## src/rtl/core/pic_pkg.sv

```systemverilog
// Package for the padded image CRC-32 block: widths, constants, word types
// and the sequencer state type. No dependencies.
package pic_pkg;

   localparam int COUNT_BITS = 22;
   localparam int FLASH_BITS = 22;
   localparam int TOTAL_BITS = 22;
   localparam int CRC_BITS   = 32;
   localparam int EXT_BITS   = 33;

   localparam logic [CRC_BITS-1:0] CRC_POLY  = 32'hEDB8_8320;
   localparam logic [7:0]          FILL_BYTE = 8'hFF;

   localparam logic [EXT_BITS-1:0] COUNT_MAX_EXT = (EXT_BITS'(1) << COUNT_BITS) - EXT_BITS'(1);
   localparam logic [EXT_BITS-1:0] TOTAL_MAX_EXT = (EXT_BITS'(1) << TOTAL_BITS) - EXT_BITS'(1);

   typedef logic [COUNT_BITS-1:0] count_type;

   typedef struct packed {
      logic [7:0] data_byte;
      logic       last;
   } req_type;

   typedef struct packed {
      logic [CRC_BITS-1:0]   image_crc;
      logic [TOTAL_BITS-1:0] total_bytes;
   } rsp_type;

   typedef enum logic [1:0] {
      ST_IDLE,
      ST_FILL,
      ST_DONE
   } state_type;

endpackage

```

## src/rtl/core/pic_crc_fold.sv

```systemverilog
// Byte-wide reflected CRC-32 fold, eight bit steps of polynomial 0xEDB88320.
// Depends on pic_pkg.
module pic_crc_fold (
   input  logic [pic_pkg::CRC_BITS-1:0] crc_in,
   input  logic [7:0]                   byte_in,
   output logic [pic_pkg::CRC_BITS-1:0] crc_out
);
   import pic_pkg::*;

   always_comb begin
      logic [CRC_BITS-1:0] acc;
      acc = crc_in ^ {{(CRC_BITS-8){1'b0}}, byte_in};
      for (int k = 0; k < 8; k++) begin
         if (acc[0]) begin
            acc = (acc >> 1) ^ CRC_POLY;
         end else begin
            acc = acc >> 1;
         end
      end
      crc_out = acc;
   end

endmodule

```

## src/rtl/core/pic_ctrl.sv

```systemverilog
// Sequencer for the padded image CRC: feeds image bytes, then fill bytes,
// through one shared byte-fold unit and holds the result word.
// Depends on pic_pkg and pic_crc_fold.
module pic_ctrl (
   input  logic                clock,
   input  logic                reset,
   input  logic                req_valid,
   output logic                req_ready,
   input  pic_pkg::req_type    req_data,
   output logic                rsp_valid,
   input  logic                rsp_ready,
   output pic_pkg::rsp_type    rsp_data,
   input  pic_pkg::count_type  fill_target
);
   import pic_pkg::*;

   state_type            state_ff, state_in;
   logic [CRC_BITS-1:0]  crc_ff, crc_in;
   count_type            count_ff, count_in;
   rsp_type              rsp_data_ff, rsp_data_in;
   logic [7:0]           fold_byte;
   logic [CRC_BITS-1:0]  fold_crc;
   logic [EXT_BITS-1:0]  count_ext;
   logic [TOTAL_BITS-1:0] total_sat;
   logic                 count_full;

   pic_crc_fold u_fold (
      .crc_in  (crc_ff),
      .byte_in (fold_byte),
      .crc_out (fold_crc)
   );

   assign count_ext  = EXT_BITS'(count_ff);
   assign count_full = (count_ext == COUNT_MAX_EXT);
   assign total_sat  = (count_ext > TOTAL_MAX_EXT) ? TOTAL_BITS'(TOTAL_MAX_EXT)
                                                   : TOTAL_BITS'(count_ext);

   always_ff @(posedge clock) begin
      if (reset) begin
         state_ff <= ST_IDLE;
         crc_ff   <= '0;
         count_ff <= '0;
      end else begin
         state_ff <= state_in;
         crc_ff   <= crc_in;
         count_ff <= count_in;
      end
   end

   always_ff @(posedge clock) begin
      rsp_data_ff <= rsp_data_in;
   end

   always_comb begin
      state_in    = state_ff;
      crc_in      = crc_ff;
      count_in    = count_ff;
      rsp_data_in = rsp_data_ff;
      fold_byte   = FILL_BYTE;
      req_ready   = 1'b0;
      rsp_valid   = 1'b0;
      case (state_ff)
         ST_IDLE: begin
            req_ready = 1'b1;
            fold_byte = req_data.data_byte;
            if (req_valid) begin
               crc_in   = fold_crc;
               count_in = count_full ? count_ff : count_ff + count_type'(1);
               if (req_data.last) begin
                  state_in = ST_FILL;
               end
            end
         end
         ST_FILL: begin
            if (count_ff < fill_target) begin
               crc_in   = fold_crc;
               count_in = count_ff + count_type'(1);
            end else begin
               rsp_data_in.image_crc   = crc_ff;
               rsp_data_in.total_bytes = total_sat;
               crc_in   = '0;
               count_in = '0;
               state_in = ST_DONE;
            end
         end
         ST_DONE: begin
            rsp_valid = 1'b1;
            if (rsp_ready) begin
               state_in = ST_IDLE;
            end
         end
         default: begin
            state_in = ST_IDLE;
         end
      endcase
   end

   assign rsp_data = rsp_data_ff;

   // running state is already cleared while the result word waits
   a_clear_on_done: assert property (@(posedge clock) disable iff (reset)
      state_ff == ST_DONE |-> (crc_ff == '0 && count_ff == '0))
      else $error("crc/count not cleared while result pending");

   // a fill step never overshoots the target
   a_fill_bound: assert property (@(posedge clock) disable iff (reset)
      (state_ff == ST_FILL && $past(state_ff) == ST_FILL && !$past(reset))
      |-> count_ff <= fill_target)
      else $error("fill count passed target");

   // a result word only appears at the end of the fill loop
   a_done_from_fill: assert property (@(posedge clock) disable iff (reset)
      ($rose(rsp_valid) && !$past(reset)) |-> $past(state_ff) == ST_FILL)
      else $error("result word without fill phase");

endmodule

```

## src/rtl/core/padded_image_crc32.sv

```systemverilog
// Top level of the padded image CRC-32 block: flash size register, fill
// target clamp and the sequencer. Depends on pic_pkg and pic_ctrl.

// Takes one image byte per word and folds it into a reflected CRC-32
// (polynomial 0xEDB88320, start 0, no final inversion). A byte without last
// is accepted and the block is ready again the next cycle. The
// byte marked last starts the fill loop: 0xFF bytes are folded one per cycle
// through the same byte-fold unit until the count reaches min(flash_size,
// counter maximum); then the result word (CRC and byte total) is offered,
// and the input stays stalled until the result word is taken. The one
// byte-fold unit sets the rate: one byte, image or fill, per cycle, save
// while the result word is formed or waits. flash_size is written through
// csr_wr_en / csr_wr_data and should only change while no image is in progress.
module padded_image_crc32 (
   input  logic             clock,
   input  logic             reset,
   input  logic             req_valid,
   output logic             req_ready,
   input  pic_pkg::req_type req_data,
   output logic             rsp_valid,
   input  logic             rsp_ready,
   output pic_pkg::rsp_type rsp_data,
   input  logic             csr_wr_en,
   input  logic [pic_pkg::FLASH_BITS-1:0] csr_wr_data
);
   import pic_pkg::*;

   logic [FLASH_BITS-1:0] flash_size_ff, flash_size_in;
   logic [EXT_BITS-1:0]   flash_ext;
   count_type             fill_target;

   assign flash_size_in = csr_wr_en ? csr_wr_data : flash_size_ff;

   always_ff @(posedge clock) begin
      if (reset) begin
         flash_size_ff <= '0;
      end else begin
         flash_size_ff <= flash_size_in;
      end
   end

   // fill stops where the byte counter saturates
   assign flash_ext   = EXT_BITS'(flash_size_ff);
   assign fill_target = (flash_ext > COUNT_MAX_EXT) ? COUNT_BITS'(COUNT_MAX_EXT)
                                                    : COUNT_BITS'(flash_ext);

   pic_ctrl u_ctrl (
      .clock       (clock),
      .reset       (reset),
      .req_valid   (req_valid),
      .req_ready   (req_ready),
      .req_data    (req_data),
      .rsp_valid   (rsp_valid),
      .rsp_ready   (rsp_ready),
      .rsp_data    (rsp_data),
      .fill_target (fill_target)
   );

endmodule
```

## config.mk

```make
export PLATFORM = sky130hd
export DESIGN_NAME = padded_image_crc32
export DESIGN_NICKNAME = d
export VERILOG_FILES = /design/src/rtl/core/pic_pkg.sv /design/src/rtl/core/pic_crc_fold.sv /design/src/rtl/core/pic_ctrl.sv /design/src/rtl/core/padded_image_crc32.sv
export SDC_FILE = /design/constraint.sdc
export NUM_CORES = 1
export LEC_CHECK = 0
export ABC_AREA = 1
export BUFFER_PORTS_ARGS = -buffer_cell sky130_fd_sc_hd__buf_2
export CAP_MARGIN = 40
export CELL_PAD_IN_SITES_DETAIL_PLACEMENT = 0
export CELL_PAD_IN_SITES_GLOBAL_PLACEMENT = 2
export CORE_ASPECT_RATIO = 1.4
export CORE_MARGIN = 1
export CORE_UTILIZATION = 23
export DETAILED_ROUTE_END_ITERATION = 6
export GPL_TIMING_DRIVEN = 0
export HOLD_SLACK_MARGIN = 0.08
export PLACE_DENSITY_LB_ADDON = 0.1
export SYNTH_ARGS = -nofsm -noshare
export SYNTH_HDL_FRONTEND = slang
export SYNTH_SLANG_ARGS = --single-unit
```

## constraint.sdc

```tcl
create_clock -name clock -period 4.4 [get_ports clock]
set_input_delay 0.44 -clock clock [delete_from_list [all_inputs] [get_ports clock]]
set_output_delay 0.44 -clock clock [all_outputs]
set_load 0.02 [all_outputs]
```

# Yosys cells after proc, flatten, opt, wreduce, memory -nomap -nowiden

Cells that the tools add are included.

Bitwise logic cells: 10
Equal/unequal tests: 8
Add/sub/neg operators: 1
Multiplexer cells: 24
Reduce and logical (&&, ||, !) cells: 6
Magnitude comparators: 3

Operators by type and width:

| operator                                                         | number |
|---|---|
| 32-bit two-way mux                                               | 10 |
| 13-bit NOT with 14-bit output                                    | 8 |
| 22-bit two-way mux                                               | 4 |
| 32-bit case mux with 2 select lines                              | 1 |
| 22-bit greater-than comparator (second input constant)           | 2 |
| 22-bit case mux with 2 select lines                              | 1 |
| 32-bit by 8-bit XOR with 32-bit output                           | 1 |
| 22-bit by 1-bit adder with 22-bit output (second input constant) | 1 |
| 22-bit == test (second input constant)                           | 1 |
| 22-bit < comparator                                              | 1 |
| 2-bit inequality test (second input constant)                    | 5 |
| 2-bit two-way mux                                                | 4 |
| 8-bit two-way mux                                                | 1 |
| 2-bit case mux with 3 select lines                               | 1 |
| 2-bit AND reduction                                              | 2 |
| 4-bit AND reduction                                              | 1 |
| 3-bit AND reduction                                              | 1 |
| 2-bit by 1-bit == test with 1-bit output (second input constant) | 1 |
| 2-bit == test (second input constant)                            | 1 |
| 2-bit zero test                                                  | 1 |
| 1-bit two-way mux                                                | 2 |
| 2-bit nonzero test                                               | 1 |
| 1-bit NOT                                                        | 1 |

Input port bits: 36
Word-level logic and storage cells: 58
Output and inout bits: 56
Register bits after elaboration: 132

# Depth between registers and ports, before layout

Gate-level depths: netlist of the first run.

Depth after elaboration: 21
Mapped depth: 15
Mapped depth without buffers: 13

# Hierarchy

From an unflattened synthesis of the first run, not the netlist that was laid out.

Cells, all modules: 929
Area total of the unflattened synthesis: 7216.9 um^2

Modules (own cells, without submodules):

| module             | instances | cells an instance | sequential area each (um^2) | area each (um^2) |
|---|---|---|---|---|
| pic_ctrl           | 1         | 558               | 2742.6                      | 5036.1 |
| pic_crc_fold       | 1         | 209               | 0.0                         | 1174.9 |
| padded_image_crc32 | 1         | 162               | 440.4                       | 1006.0 |

# Worst setup path after synthesis of the first run

Ideal clock, no wire load.

Path kind: flip-flop to flip-flop
From: reg u_ctrl.count_ff[13]
To: reg u_ctrl.rsp_data_ff, in the netlist u_ctrl.rsp_data[0], enable pin
Path buffers: 2
Cell stages (with the launch flop): 12
Data required time: 3.992 ns
Library setup time: 0.408 ns
Setup slack: 1.369 ns
Period minus slack after synthesis: 3.031 ns
Arrival time: 2.623 ns
Cell sequence: dfxtp_1 -> ha_1 -> nand2_1 -> nor2_1 -> nand2_1 -> nor2_1 -> nand2_1 -> nand3_1 -> nand2_1 -> clkbuf_8 -> buf_2 -> inv_1

Word-level cells in the longest chain between the ends: 3

RTL lines:

| what                                 | RTL line       | text |
|---|---|---|
| start: declaration                   | pic_ctrl.sv:19 | `count_type count_ff, count_in;` |
| start signal: assignment             | pic_ctrl.sv:46 | `count_ff <= count_in;` |
| 22-bit < comparator                  | pic_ctrl.sv:75 | `if (count_ff < fill_target) begin` |
| 1-bit NOT (no source line)           | --             |  |
| 2-bit AND reduction (no source line) | --             |  |
| end signal: assignment               | pic_ctrl.sv:51 | `rsp_data_ff <= rsp_data_in;` |
| end: declaration                     | pic_ctrl.sv:20 | `rsp_type rsp_data_ff, rsp_data_in;` |

No other way between the ends.
A chain may end at the register's enable or synchronous reset.

# Worst setup path in the final report of the first run

From: reg u_ctrl.count_ff[13]
To: reg u_ctrl.rsp_data_ff, in the netlist u_ctrl.rsp_data[34], enable pin

Same word-level chain as after synthesis.

==> qor.tcl, run 1 <==
set qor(result_of_the_run) {finished, final reports clean}
set qor(summed_instance_area_of_the_synthesized_netlist_sq_mm) 0.00696
set qor(via_per_inst) 4.27
set qor(ctsLongestPathBuffers) 2
set qor(fp.dieArea_sq_mm) 0.0310
set qor(critical_path.max_stage_delay_ns) 0.53
set qor(p_leak_nw) 3.78
set qor(cts_setup_buffers) 0
set qor(final.fill_count) 3303
set qor(setup-violations-final) 0
set qor(period_share_pct) 71.8
set qor(max_transition_margin_pct) 54.8
set qor(path_class) {reg2reg}
set qor(grt_setup_unrepaired) {false}
set qor(timing.critical_path.depth) 12
set qor(first_pass_grt_wire_length_microns) 37000
set qor(timing.critical_path.slowest_stage_cell) {inv_2}
set qor(synth.avg_cell_area_sq_um) 7.89
set qor(ys_seq_elements) 132
set qor(routedLengthMet1_microns) 9510
set qor(hold_viol) 0
set qor(core_region_area_sq_mm) 0.0298
set qor(p_per_area_mw_per_mm2) 443
set qor(max-cap-violations) 0
set qor(design.final.nets) 1050
set qor(initial_utilization_pct) 23.3
set qor(antenna_cells) 0
set qor(synth_top_cells_by_area) {edfxtp_1 (23%), dfxtp_1 (22%), nand2_1 (12%)}
set qor(clk-insertion-delay-late_ns) 0.45
set qor(die_y_microns) 208
set qor(postSynthNetCount) 940
set qor(drtIter0Drc) 215
set qor(path_max_fanout) 29
set qor(arrival_ns) 3.29
set qor(cts_max_level) 4
set qor(timing.fmax_mhz) 317
set qor(grt_use_total_pct) 16.7
set qor(number_of_warnings_reported_in_the_yosys_synthesis_log) 0
set qor(rows) 75
set qor(netlist_instances) 882
set qor(finClkSkew_ns) 0.0136
set qor(gpl.final_weighted_congestion) 0.779
set qor(area_delta_synth_final_pct) 22.1
set qor(timing.critical_path.cells) {ha_1 > nand2_1 > nor2_1 > nand2_1 > nor2_1 > nand2_1 > nand3_1 > nand2_1 > clkbuf_8 > buf_2 > inv_2 > buf_12}
set qor(vias) 5932
set qor(met2_length_microns) 13400
set qor(critical_path.n_buffers_inverters) 4
set qor(clk_transition_reported_paths_ns) 0.06
set qor(irDropWorstVdd_mv) 0.251
set qor(worstSetupStartpointType) {register}
set qor(wl_per_cell_microns) 17.4
set qor(drive_gt1_share_pct) 18.9
set qor(cts-root-buf) {clkbuf_16}
set qor(timing.critical_path.to_type) {register}
set qor(slew_viol_final) 0
set qor(route.met3.wl_microns) 580
set qor(grt_antenna_before_repair) 0
set qor(post-synth-top-area-cell) {edfxtp_1}
set qor(postLayoutCoreUtil_pct) 28.5
set qor(portBuffers) 90
set qor(cell_family_contributing_the_most_delay_on_the_critical_path) {buffers and inverters}
set qor(drt_pass1_iterations) 6
set qor(drc_errors) 0
set qor(cts_repair_resize_count) 0
set qor(cp.required_ns) 4.53
set qor(synth_top_area_share_pct) 23.3
set qor(cts_made_buffers) 17
set qor(setup_tns_ns) 0
set qor(ant_nets) 0
set qor(die_w_microns) 149
set qor(wirelength_microns) 24200
set qor(synth_unique_cells) 33
set qor(highest_layer) {met4}
set qor(post-dp-hpwl_microns) 18400
set qor(hp-class) {in2reg}
set qor(critical-path-top-cell-by-count) {nand2_1}
set qor(grt_start_max_net_pins) 30
set qor(tritoncts) {built}
set qor(first_global_vias) 6072
set qor(hold_depth) 3
set qor(layout_min_cycle_time_ns) 3.16
set qor(cts-hold-fix-buffers) 0
set qor(timing_worst_slew_pin_value_ns) 0.678
set qor(clock_sink_count) 132
set qor(r2r_cells) 12
set qor(floorplan.io_pins) 92
set qor(synth-seq-area-share_pct) 45.7
set qor(globalRoute.totalOverflow) 0
==> path summary, 6_finish.rpt <==
kind                       startpoint             endpoint  slack [ns]
setup / recovery  u_ctrl.count_ff[13]  u_ctrl.rsp_data[34]        1.24
hold / removal         csr_wr_data[0]     flash_size_ff[0]        0.25
hold reg to reg     flash_size_ff[10]    flash_size_ff[10]        0.47
setup reg to reg  u_ctrl.count_ff[13]  u_ctrl.rsp_data[34]        1.24
==> where the power goes <==
| group | internal (W) | switching [W] |
|---|---|---|
| Sequential | 0.00136 | 0.0000828 |
| Combinational | 0.000301 | 0.000584 |
| Clock | 0.000860 | 0.000580 |
| Total | 0.00252 | 0.00125 |
==> layer usage <==
metal | vias to the layer above | GRT usage [%]
met2 | 83 | 31.5
met5 | - | 0
met1 | 2733 | 17.5
met3 | 29 | 2.86
li1 | 3087 | -
met4 | 0 | 7.74
==> placed cells by master (no fill, tap or decap), types with 6 or more instances in the layout <==
master / count
nand2_1: 224
buf_2: 94
inv_1: 88
nand3_1: 79
dfxtp_1: 78
a21oi_1: 70
o21ai_0: 57
edfxtp_1: 54
nor2_1: 51
clkbuf_1: 39
nand2_2: 24
ha_1: 22
xor2_1: 19
clkbuf_16: 17
nand2_4: 14
nand4_1: 9
or2_2: 6
xnor2_1: 6
clkinvlp_4: 6
==> flip-flops by register name, indices dropped and copies added (netlist names) <==
register and cells:
flash_size_ff 22, u_ctrl.count_ff 22, u_ctrl.crc_ff 32, u_ctrl.rsp_data 54, u_ctrl.state_ff 2
==> area by class of cell <==
cell class                      instances  area [sq um]  share of cell area, %
Multi-Input combinational cell        606          3170                   37.3
Clock inverter                         12           131                   1.55
Sequential cell                       132          3180                   37.5
Inverter                               95           359                   4.22
Timing Repair Buffer                   91           470                   5.54
Buffer                                 49           249                   2.93
Clock buffer                           20           457                   5.37
Tap cell                              385           482                   5.67
==> synth_stat cells <==
cell / instances
and3_1: 1
inv_4: 1
edfxtp_1: 54
buf_6: 4
o21ai_0: 57
nor2_1: 51
o21bai_1: 2
nand2_2: 24
ha_1: 22
or2_1: 2
inv_2: 4
a21o_1: 2
nand4_1: 9
a21boi_0: 1
nand2_4: 14
a21oi_1: 70
or2_2: 6
clkbuf_8: 3
nand2_8: 1
buf_2: 4
nand3_2: 4
clkbuf_1: 38
or2_0: 1
clkinv_1: 1
nand2_1: 224
dfxtp_1: 78
xnor2_1: 6
inv_1: 89
nor3_1: 3
nand3b_1: 5
xor2_1: 19
nand3_1: 79
nor2_4: 3
==> worst register-to-register path, stage by stage, from the launching register on <==
cell and delay [ns]:
dfxtp_1 0.40, ha_1 0.34, nand2_1 0.07, nor2_1 0.14, nand2_1 0.13, nor2_1 0.11, nand2_1 0.07, nand3_1 0.17
nand2_1 0.12, clkbuf_8 0.20, buf_2 0.23, inv_2 0.53, buf_12 0.30
==> cell families (layout without fill, tap and decap cells) <==
family,count (synthesis),in the layout,synth area share (%)
DFF,132,132,45.7
and+or+nand+nor,427,427,28.7
AOI/OAI and AO/OA,132,132,9.67
xor gates and xnor gates,25,25,3.15
adders and majority gates,22,22,3.96
buffers and inverters,144,267,8.74
==> stage by stage <==
| stage | cells | total power [W] | setup slack, ns | hold WS (ns) | instance area [sq um] |
|---|---|---|---|---|---|
| after floorplan | 882 | 0.00208 | 1.37 | 0.425 | 6960 |
| after global placement | 1357 | 0.00238 | 0.00116 | 0.457 | 7890 |
| after detailed placement | 1358 | 0.00238 | 1.16 | 0.461 | 7910 |
| after CTS | 1390 | 0.00385 | 1.13 | 0.221 | 8500 |
| after global routing | 1390 | 0.00400 | 0.913 | 0.232 | 8500 |
| final | 1390 | 0.00377 | 1.24 | 0.254 | 8500 |
No activity file was read; power rests on OpenSTA's default activity.
==> run 2: changes to the inputs <==
clock period = 2.9 ns   (was 4.4 ns; I/O delays follow)
==> run 2 against run 1 <==
Worst setup slack got worse by 0.88 ns; sequential power rose by 52%; combinational power rose by 53%; final area rose by 0.62%; critical path depth did not move; critical endpoint is now u_ctrl.crc_ff[30]; largest power group is now clock.
==> qor.tcl, run 2 (synthesis gave the netlist of run 1 again) <==
set qor(antenna_cells) 0 ;# unchanged
set qor(hold-worst-slack_ns) 0.135 ;# -0.119 ns
set qor(ff_to_ff_end) {u_ctrl.crc_ff[30]}
set qor(irDropWorstVdd_mv) 0.329 ;# +32%
set qor(core_region_area_sq_mm) 0.0298 ;# unchanged
set qor(cts_max_level) 4 ;# unchanged
set qor(area_delta_synth_final_pct) 22.9
set qor(globalRoute.totalOverflow) 0 ;# unchanged
set qor(period_share_pct) 87.6 ;# +16 points
set qor(r2r_cells) 12 ;# unchanged
set qor(setup-violations-final) 0 ;# unchanged
set qor(timing.critical_path.cells) {ha_1 > nand2_1 > nand2_1 > nand2_1 > nand2_1 > a21oi_1 > nand3_1 > nand2_1 > clkbuf_8 > clkbuf_4 > nand4_1 > a21oi_1}
set qor(timing_worst_slew_pin_value_ns) 0.686 ;# +0.00804 ns
set qor(netSwitchingPower_w) 0.00189 ;# +52%
set qor(post-dp-hpwl_microns) 18300 ;# -0.48%
set qor(switching_share_pct) 32.9 ;# -0.24 points
set qor(r2r_slack_ns) 0.36 ;# -0.88 ns
set qor(p_per_area_mw_per_mm2) 673 ;# +52%
set qor(result_of_the_run) {finished, final reports clean}
set qor(via_per_inst) 4.30 ;# +0.69%
set qor(path_class) {reg2reg}
set qor(ant_nets) 0 ;# unchanged
set qor(hold_start) {csr_wr_data[0]}
set qor(timing.critical_path.to_type) {register}
set qor(postLayoutCoreUtil_pct) 28.7 ;# +0.18 points
set qor(max-cap-violations) 0 ;# unchanged
set qor(timing.fmax_mhz) 394 ;# +24%
set qor(hold_depth) 3 ;# unchanged
set qor(drive_gt1_share_pct) 19.4 ;# +0.54 points
set qor(portion_of_total_power_attributed_to_the_clock_network_pct) 38.5 ;# +0.3 points
set qor(fp.dieArea_sq_mm) 0.0310 ;# unchanged
set qor(critical_path.max_stage_delay_ns) 0.50 ;# -0.03 ns
set qor(largest_register_ff_count) 54 ;# unchanged
set qor(drc_errors) 0 ;# unchanged
set qor(initial_utilization_pct) 23.3 ;# unchanged
set qor(grt_use_total_pct) 16.7 ;# -0.027 points
set qor(grt_start_max_net_pins) 29 ;# -3.3%
set qor(floorplan.io_pins) 92 ;# unchanged
set qor(first_pass_grt_wire_length_microns) 37300 ;# +1.0%
set qor(critical-path-top-cell-by-count) {nand2_1}
set qor(arrival_ns) 2.89 ;# -0.40 ns
set qor(portBuffers) 90 ;# unchanged
set qor(ctsLongestPathBuffers) 2 ;# unchanged
set qor(wl_per_cell_microns) 17.5 ;# +0.45%
set qor(max_transition_margin_pct) 54.3 ;# -0.54 points
set qor(clk_transition_reported_paths_ns) 0.06 ;# about the same
set qor(vias) 5986 ;# +0.91%
set qor(finClkSkew_ns) 0.00918 ;# -0.00445 ns
set qor(hold_path_end) {flash_size_ff[0]}
set qor(cts-root-buf) {clkbuf_16}
set qor(grt_setup_unrepaired) {false}
set qor(layout_common_cells) {nand2_1 (224), buf_2 (91), inv_1 (88), nand3_1 (79), dfxtp_1 (75)}
set qor(slew_viol_final) 0 ;# unchanged
set qor(wirelength_microns) 24400 ;# +0.67%
set qor(rr_startpoint) {u_ctrl.count_ff[15]}
set qor(gpl.final_weighted_congestion) 0.753 ;# -3.4%
set qor(clk-insertion-delay-late_ns) 0.43 ;# -0.02 ns
set qor(die_w_microns) 149 ;# unchanged
set qor(power_frac_comb_pct) 23.5 ;# about the same
set qor(first_global_vias) 6093 ;# +0.35%
set qor(path_max_fanout) 20 ;# -31%
set qor(design.final.nets) 1053 ;# +0.29%
set qor(cp.required_ns) 3.25 ;# -1.28 ns
set qor(hp-class) {in2reg}
set qor(tritoncts) {built}
set qor(power_frac_seq_pct) 38.0 ;# -0.3 points
set qor(cts_made_buffers) 17 ;# unchanged
set qor(grt_antenna_before_repair) 0 ;# unchanged
set qor(rows) 75 ;# unchanged
set qor(final_common_cell) {nand2_1}
set qor(hold_viol) 0 ;# unchanged
set qor(worstSetupStartpointType) {register}
set qor(finalNonFillerCells) 1393 ;# +0.22%
set qor(layout_min_cycle_time_ns) 2.54 ;# -0.616 ns
set qor(drtIter0Drc) 195 ;# -9.3%
set qor(placed_cell_count) 1358 ;# unchanged
set qor(final.fill_count) 3324 ;# +0.64%
set qor(p_int_w) 0.00386 ;# +53%
set qor(p_leak_nw) 3.81 ;# +1.0%
set qor(drt_pass1_iterations) 4 ;# -2
set qor(timing.critical_path.slowest_stage_cell) {dfxtp_1}
set qor(clock_sink_count) 132 ;# unchanged
set qor(die_y_microns) 208 ;# unchanged
-- run 2: cell types whose count changed in the layout (fill, tap and decap cells not counted), sizes merged --
cell / change
inv: -1
bufinv: +1
clkinv: +7
clkbuf: -1
clkinvlp: -3
-- run 2: what timing repair did --
action                     CTS  global route
cloned                       1             0
hold buffers                 0             0
buffers inserted             3             0
resized for setup            1             5
hold endpoints to repair     0             0
setup endpoints to repair   54             7
-- run 2: area by class of cell --
type / count / area (sq um) / area share (%)
Timing Repair inverter: 1 / 7.51 / 0.0878
Tap cell: 385 / 482 / 5.63
Clock inverter: 15 / 165 / 1.93
Timing Repair Buffer: 94 / 505 / 5.91
Buffer: 48 / 249 / 2.91
Sequential cell: 132 / 3190 / 37.3
Multi-Input combinational cell: 606 / 3170 / 37.0
Inverter: 95 / 363 / 4.24
Clock buffer: 17 / 425 / 4.97
-- run 2: worst max-delay path by stage --
stage | startpoint | endpoint | slack (ns) | cells after the start
floorplan | u_ctrl.count_ff[13] | u_ctrl.rsp_data[0] | 0.13 | 10
global route | u_ctrl.count_ff[15] | u_ctrl.crc_ff[17] | 0.06 | 12
finish | u_ctrl.count_ff[15] | u_ctrl.crc_ff[30] | 0.36 | 12
global placement | u_ctrl.count_ff[13] | u_ctrl.rsp_data[46] | -1.18 | 10
CTS | u_ctrl.count_ff[13] | u_ctrl.crc_ff[17] | 0.18 | 11
detailed placement | u_ctrl.count_ff[13] | u_ctrl.rsp_data[43] | -0.70 | 11
-- run 2: layer usage --
| layer | GRT usage, % | vias up | share of wire, % |
|---|---|---|---|
| met5 | 0 | - | 0 |
| met4 | 5.70 | 0 | 1.8 |
| met3 | 2.64 | 22 | 2.3 |
| met2 | 32.1 | 88 | 56 |
| met1 | 17.9 | 2791 | 39 |
| li1 | - | 3085 | - |
-- run 2: through the flow --
| stage | total power [W] | TNS (ns) | area (sq um) | worst slack (ns) |
|---|---|---|---|---|
| finish | 0.00575 | 0 | 8550 | 0.359 |
| global route | 0.00610 | 0 | 8550 | 0.0642 |
| CTS | 0.00587 | 0 | 8540 | 0.178 |
| detailed placement | 0.00361 | -31.92 | 7920 | -0.699 |
| global placement | 0.00362 | -63.77 | 7900 | -1.18 |
| floorplan | 0.00315 | 0 | 6960 | 0.132 |
-- run 2: critical path, delay by kind of cell, from the launching register on --
family	cells	cell delay, ns
compound gates	2	0.37
fa+ha+maj	1	0.30
buf+inv	2	0.56
flops	1	0.50
simple gates	7	0.73
-- run 2: power groups by stage --
stage | logic [W] | registers, W | clock network (W)
floorplan | 0.000979 | 0.00217 | 0
global placement | 0.00139 | 0.00223 | 0
detailed placement | 0.00138 | 0.00223 | 0
CTS | 0.00139 | 0.00219 | 0.00229
global route | 0.00154 | 0.00221 | 0.00236
finish | 0.00135 | 0.00219 | 0.00221
